## src/hw/rtl/mf2d_pkg.sv

```systemverilog
// ----------------------------------------------------------------------------
// mf2d_pkg
// Shared constants and types for the 2-D median filter.
// ----------------------------------------------------------------------------
package mf2d_pkg;

    localparam int DEF_MAX_RADIUS = 3;
    localparam int DEF_MAX_WIDTH  = 1024;

    localparam int PIX_W = 8;

    // Configuration register indexes
    localparam logic [1:0] REG_WIDTH  = 2'd0;
    localparam logic [1:0] REG_HEIGHT = 2'd1;
    localparam logic [1:0] REG_RADIUS = 2'd2;

    // Hand-off between neighbouring sort cells
    typedef struct packed {
        logic [PIX_W-1:0] val;
        logic             valid;
        logic             take;
    } mf2d_link_t;

endpackage

```

## src/hw/rtl/mf2d_sort_cell.sv

```systemverilog
// ----------------------------------------------------------------------------
// mf2d_sort_cell
// One cell of the insertion sort chain; holds one window pixel.
// ----------------------------------------------------------------------------
module mf2d_sort_cell
(
    input  logic                 clk,
    input  logic                 rst_n,
    input  logic                 clear,
    input  logic                 ins,
    input  logic [7:0]           din,
    input  mf2d_pkg::mf2d_link_t prev,
    output mf2d_pkg::mf2d_link_t link
);
    import mf2d_pkg::*;

    logic [PIX_W-1:0] val_reg;
    logic [PIX_W-1:0] val_next;
    logic             valid_reg;
    logic             valid_next;
    logic             take;

    // an empty cell counts as +inf
    assign take = ins && (!valid_reg || (din < val_reg));

    always_comb
    begin
        val_next   = val_reg;
        valid_next = valid_reg;
        if (clear)
        begin
            valid_next = 1'b0;
        end
        else
        begin
            if (take)
            begin
                val_next = prev.take ? prev.val : din;
            end
            if (ins && prev.valid)
            begin
                valid_next = 1'b1;
            end
        end
    end

    always_ff @(posedge clk or negedge rst_n)
    begin
        if (!rst_n)
        begin
            valid_reg <= 1'b0;
        end
        else
        begin
            valid_reg <= valid_next;
        end
    end

    always_ff @(posedge clk)
    begin
        val_reg <= val_next;
    end

    assign link.val   = val_reg;
    assign link.valid = valid_reg;
    assign link.take  = take;

endmodule

```

## src/hw/rtl/mf2d_sort_chain.sv

```systemverilog
// ----------------------------------------------------------------------------
// mf2d_sort_chain
// Row of sort cells; one pixel inserted per cycle, median tapped by index.
// ----------------------------------------------------------------------------
module mf2d_sort_chain #(
    parameter int NCELLS = 49
)
(
    input  logic                      clk,
    input  logic                      rst_n,
    input  logic                      clear,
    input  logic                      ins,
    input  logic [7:0]                din,
    input  logic [$clog2(NCELLS)-1:0] med_idx,
    output logic [7:0]                median
);
    import mf2d_pkg::*;

    mf2d_link_t links [NCELLS+1];
    logic [PIX_W-1:0] vals [NCELLS];

    // head of the chain: always valid, never shifts in
    assign links[0].val   = '0;
    assign links[0].valid = 1'b1;
    assign links[0].take  = 1'b0;

    for (genvar i = 0; i < NCELLS; i++)
    begin : g_cell
        mf2d_sort_cell u_cell (
            .clk   (clk),
            .rst_n (rst_n),
            .clear (clear),
            .ins   (ins),
            .din   (din),
            .prev  (links[i]),
            .link  (links[i+1])
        );
        assign vals[i] = links[i+1].val;
    end

    assign median = vals[med_idx];

endmodule

```

## config.mk

```make
export PLATFORM = sky130hd
export DESIGN_NAME = mf2d_sort_chain
export DESIGN_NICKNAME = d
export VERILOG_FILES = /design/src/hw/rtl/mf2d_pkg.sv /design/src/hw/rtl/mf2d_sort_cell.sv /design/src/hw/rtl/mf2d_sort_chain.sv
export SDC_FILE = /design/constraint.sdc
export NUM_CORES = 1
export LEC_CHECK = 0
export BUFFER_PORTS_ARGS = -buffer_cell sky130_fd_sc_hd__buf_2
export CORE_ASPECT_RATIO = 0.5
export CORE_MARGIN = 10
export CORE_UTILIZATION = 55
export CTS_CLUSTER_DIAMETER = 80
export DETAILED_ROUTE_END_ITERATION = 7
export GPL_TIMING_DRIVEN = 0
export PLACE_DENSITY = 0.74
export RECOVER_POWER = 25
export SYNTH_ARGS = -nofsm -noshare
export SYNTH_HDL_FRONTEND = slang
export SYNTH_SLANG_ARGS = --single-unit
export TNS_END_PERCENT = 100
```

## constraint.sdc

```tcl
create_clock -name clk -period 3.8 [get_ports clk]
set_clock_uncertainty 0.1 [all_clocks]
set_input_delay 1.14 -clock clk [delete_from_list [all_inputs] [get_ports clk]]
set_output_delay 1.14 -clock clk [all_outputs]
set_load 0.01 [all_outputs]
```

### Word level (Yosys, flattened, before mapping)

Index checks and enable logic that the tools add are counted.
Widths: inputs -> output; s select.

* bits in read-only memories: 0
* flip-flop bits (word level): 441
* latch bits: 0
* output and inout port bits: 8
* input bits: 18
* bits in writable memories: 0
* memories kept: 0
* word-level logic and storage cells: 592

* div/mod/pow operators: 0
* mux-type cells: 149
* bitwise logic cells: 2
* magnitude comparators: 50
* $add $sub $neg: 0
* shift operators: 0
* reductions and logical operators: 293
* multipliers: 0
* eq/ne operators: 0

Operators with widths (number)
* $mux 8: 50
* $lt 8x8->1: 49
* $mux 1: 98
* $reduce_and 2->1: 49
* $reduce_bool 2->1: 49
* $logic_and 1x1->1: 97
* $logic_not 1->1: 49
* $logic_or 1x1->1: 49
* $bmux 8 s6: 1
* $ge 7x7->1 const B: 1
* $not 6->7: 1
* $not 1->1: 1

### Longest topological paths before layout

* depth after elaboration: 4
* gate-level depth with buffers: 10
* mapped depth without buffers: 8

### By module

A second synthesis with hierarchy kept.

* cells, all modules: 2733
* area total of the unflattened synthesis: 32259.7 µm²

Modules (own cells, without submodules)
* mf2d_sort_cell: seq. area each 265.3 µm², cells each 50, instances 49, area each 590.6 µm²
* mf2d_sort_chain: seq. area each 0.0 µm², cells each 283, instances 1, area each 3321.9 µm²

### Worst setup path after synthesis

OpenSTA, ideal clock, no wires.

* path kind: input to output
* from: input port med_idx[0]
* to: output port median[1]
* slack: -0.308 ns
* arrival time: 2.868 ns
* cell stages on the path: 7
* buffers on the path: 3
* required time: 2.560 ns
* cells stage by stage: buf_4 buf_4 buf_2 mux4_2 o21ai_0 nand2_1 a41oi_1

* longest elaborated chain between the ends: 4

RTL lines
* start: declaration: line mf2d_sort_chain.sv:14 `input logic [$clog2(NCELLS)-1:0] med_idx,`
* $not 6->7 (not written as such): line mf2d_sort_chain.sv:41 `assign median = vals[med_idx];`
* $bmux 8 s6: line mf2d_sort_chain.sv:41
* $mux 8 (not written as such) (2 in series): line mf2d_sort_chain.sv:41
* end: declaration: line mf2d_sort_chain.sv:15 `output logic [7:0] median`

Every way passes these cells. The select of a mux whose other input is x is not followed.

### Final worst setup path

* from: input port med_idx[0]
* to: output port median[5]

Same word-level chain as after synthesis.

==> flow_summary.yaml <==
clock_network:
  path_clk_slew_ns: 0.06
  postCtsHoldBufs: 0
  htreeDepth: 2
  root_buffer: "clkbuf_16"
  clk_path_buf_depth: 3
  clk_latency_ns: 0.60
  tritoncts: "yes"
  cts_buffers: 43
  clock_sinks: 441
finish:
  largest_reg_flops: 392
  nFillCells: 4280
  drive_above_1_share_pct: 26.9
  final_util_pct: 62.6
  layout.nets: 3111
  area_growth_pct: 11.6
  diodes: 0
yosys:
  synthesis.nets: 3021
  ys_seq_elements: 441
  synth_top_area_share_pct: 37.4
  avgSynthCellArea_um2: 11.8
  synth-simple-area-share_pct: 5.84
  synth_top_cell_by_area: "edfxtp_1"
  syn_area_um2: 31500
  netlist_top_cells_area: "edfxtp_1 (37%), ha_1 (14%), mux2_2 (14%), mux4_2 (6.2%), inv_1 (4.7%)"
  synth_compound_area_share_pct: 11.9
  syn-instance-count: 2660
  yosysSeqAreaShare_pct: 41.3
  synth_top_family_by_area: "multiplexers"
  synth.distinct_cells: 42
  ys_warn_count: 0
  yosys.area_share.adder_pct: 13.6
  synthXorXnorAreaFrac_pct: 0
  yosys-mux-area-fraction_pct: 21.2
outcome:
  outcome: "finished, violations left"
  violations: "capacitance limit, slew limit, setup timing"
global_route:
  antenna_found_initial: 1
  grt_max_degree: 54
  met3_usage_pct: 7.19
  grt-busiest-layer: "met2"
  gr-total-overflow: 0
  grt_use_met1_pct: 34.1
  first_global_vias: 22500
  met2_usage_pct: 40.3
  track_usage_pct: 25.5
  grt_pass1_wl_mm: 134
pwr:
  p_per_area_nw_per_um2: 365
  switching_share_pct: 28.6
  power.share.combinational_pct: 20.0
  vdd_drop_max_mv: 0.306
  internal_power_uw: 9140
  p_switching_uw: 3650
  seqPwrFrac_pct: 45.2
  clockPowerShare_pct: 34.8
  p_leak_uw: 0.0149
  finalPower_uw: 12800
sta:
  hold_viol: 0
  fmax_mhz: 222
  period_share_pct: 119
  fin_crit_ns: 4.51
  layout_setup_ws_ns: -0.710
  tightest_slew_ns: 2.76
  rsz0062_at_grt: "yes"
  slew_headroom_pct: -84.3
  setup_viol: 784
  slew_viol_final: 374
worst_setup_path:
  startpoint_type: "input pin"
  slowest_stage: "o41ai_4"
  cp_common_cell: "buf_16"
  cp_data_required_time_ns: 2.56
  path_cells: "buf_16, buf_16, buf_16, buf_16, mux2i_4, o22ai_4, o41ai_4, a21oi_2, a21oi_2, a41oi_2, buf_2"
  cp-end-kind: "output port"
  arrival_ns: 3.27
  cp_max_fo: 5
  crit_family: "compound AO/OA/AOI/OAI gates"
  worst_path_largest_cell_delay_ns: 0.48
  path_class: "in2out"
  critPathBufInv: 5
routing:
  drt-pass1-iter-count: 6
  wl_per_cell_um: 25.0
  vias_per_cell: 6.37
  drc_errors: 0
  drtIter0Drc: 2238
  ant_nets: 0
  num_vias: 22600
  routed_wirelength_mm: 88.7
floorplanning:
  ios: 26
  die-area_um2: 67700
  core_region_area_um2: 56100
  core.rowCount: 61
  die_h_um: 189
  initial_utilization_pct: 56.1
  die_width_um: 358
run:
  drv_cap: 7
place:
  pre_cts_slack_ns: -1.41
  hpwlAfterDp_mm: 64.7
  io_buffer_count: 20
  gp_congestion: 0.954
hold_path:
  hold_path_class: "reg2reg"
-- power groups by stage --
stage,clock network [uW],registers (uW),logic [uW]
final,4450,5790,2560
after global routing,4660,5800,2760
after CTS,4460,5780,2470
after detailed placement,0,5870,2340
after global placement,0,5870,2240
after floorplan,0,5780,1660
-- layout make-up --
cell class	instances	area [um^2]	area share (%)
multi-input cells	1722	17100	48.8
flip-flops and latches	441	13000	37.0
inverters	391	1470	4.18
clock buffers	61	1240	3.55
well taps	756	946	2.69
plain buffers	104	723	2.06
repair buffers	47	437	1.24
clock inverters	19	155	0.442
-- worst reg2reg max path: cells and delay by family, from the launching register on --
kind | cells | cell delay [ns]
AOI/OAI and AO/OA | 5 | 1.40
adders and majority gates | 1 | 0.29
buffers and inverters | 1 | 0.07
DFF | 1 | 0.44
and+or+nand+nor | 1 | 0.09
-- cells in the final DEF, fill, tap and decap left out, types with 71 or more instances in the layout --
master,instances
nand2b_1,77
ha_1,343
mux4_2,86
mux2_2,380
a21o_1,71
nand2_1,82
a21oi_1,147
edfxtp_1,392
nor2_1,127
clkbuf_1,82
inv_1,390
-- cells by family (layout without fill, tap and decap cells) --
family | count (synthesis) | after routing
adders and majority gates | 343 | 343
AOI/OAI and AO/OA | 482 | 482
and+or+nand+nor | 385 | 385
muxes | 512 | 512
buffers and inverters | 497 | 622
DFF | 441 | 441
-- layer usage --
metal	up-vias	part of all wire [%]
met5	-	0.0079
met4	2	2.8
met3	172	10
met2	1028	45
met1	11300	42
li1	10000	-
-- final timing paths --
path / from / end / slack, ns / depth (start not counted)
worst max-delay path: med_idx[0] / median[5] / -0.71 / 11
worst min-delay path: g_cell[48].u_cell.valid_reg$_DFFE_PN0P_ / g_cell[48].u_cell.valid_reg$_DFFE_PN0P_ / 0.41 / 2
worst max register to register: g_cell[15].u_cell.val_reg[4]$_DFFE_PP_ / g_cell[15].u_cell.val_reg[3]$_DFFE_PP_ / 1.06 / 8
worst min register to register: g_cell[48].u_cell.valid_reg$_DFFE_PN0P_ / g_cell[48].u_cell.valid_reg$_DFFE_PN0P_ / 0.41 / 2
max in group asynchronous: rst_n / g_cell[34].u_cell.valid_reg$_DFFE_PN0P_ / 0.67 / 1
min in group asynchronous: rst_n / g_cell[8].u_cell.valid_reg$_DFFE_PN0P_ / 1.34 / 1
-- Yosys cell counts --
| library cell | count |
|---|---|
| a21oi_1 | 170 |
| o21ai_4 | 9 |
| o32ai_1 | 25 |
| mux2_2 | 381 |
| o31ai_4 | 1 |
| buf_2 | 14 |
| a21o_1 | 71 |
| nor3b_1 | 1 |
| and2_1 | 22 |
| edfxtp_1 | 392 |
| nand3b_1 | 1 |
| nand4_1 | 26 |
| mux2i_1 | 40 |
| nor3_1 | 3 |
| o21ai_0 | 67 |
| o311a_1 | 22 |
| o22ai_1 | 6 |
| nand3_1 | 22 |
| o311ai_0 | 2 |
| inv_2 | 1 |
| nand2_1 | 82 |
| o41ai_1 | 7 |
| o21a_1 | 1 |
| o21ai_2 | 13 |
| dfrtp_1 | 49 |
| a211oi_1 | 34 |
| nor4b_2 | 1 |
| or2_1 | 1 |
| mux4_2 | 86 |
| nand2b_1 | 79 |
| mux2_1 | 5 |
| o21bai_1 | 22 |
| ha_1 | 343 |
| o21ai_1 | 1 |
| inv_1 | 390 |
| nor2b_1 | 9 |
| clkbuf_1 | 76 |
| buf_4 | 9 |
| o41ai_4 | 25 |
| a41oi_1 | 6 |
| nor2_1 | 138 |
| buf_1 | 7 |
-- metrics by stage --
| stage | cell area (um^2) | hold slack (ns) | instances | setup TNS [ns] |
|---|---|---|---|---|
| floorplan | 31600 | 0.363 | 2660 | -0.00617 |
| global placement | 32700 | 0.391 | 3436 | -525.83 |
| detailed placement | 32700 | 0.393 | 3436 | -447.46 |
| CTS | 34800 | 0.409 | 3533 | -4.05 |
| global route | 35100 | 0.427 | 3541 | -291.26 |
| finish | 35100 | 0.414 | 3541 | -202.44 |
-- repair_timing --
item                                    CTS  global route
resized for setup                       133            45
buffers inserted                         16             9
pin swaps                                12             8
endpoints found under the setup margin  314            47
cloned                                    1             1
No activity file was read; power rests on OpenSTA's default activity.
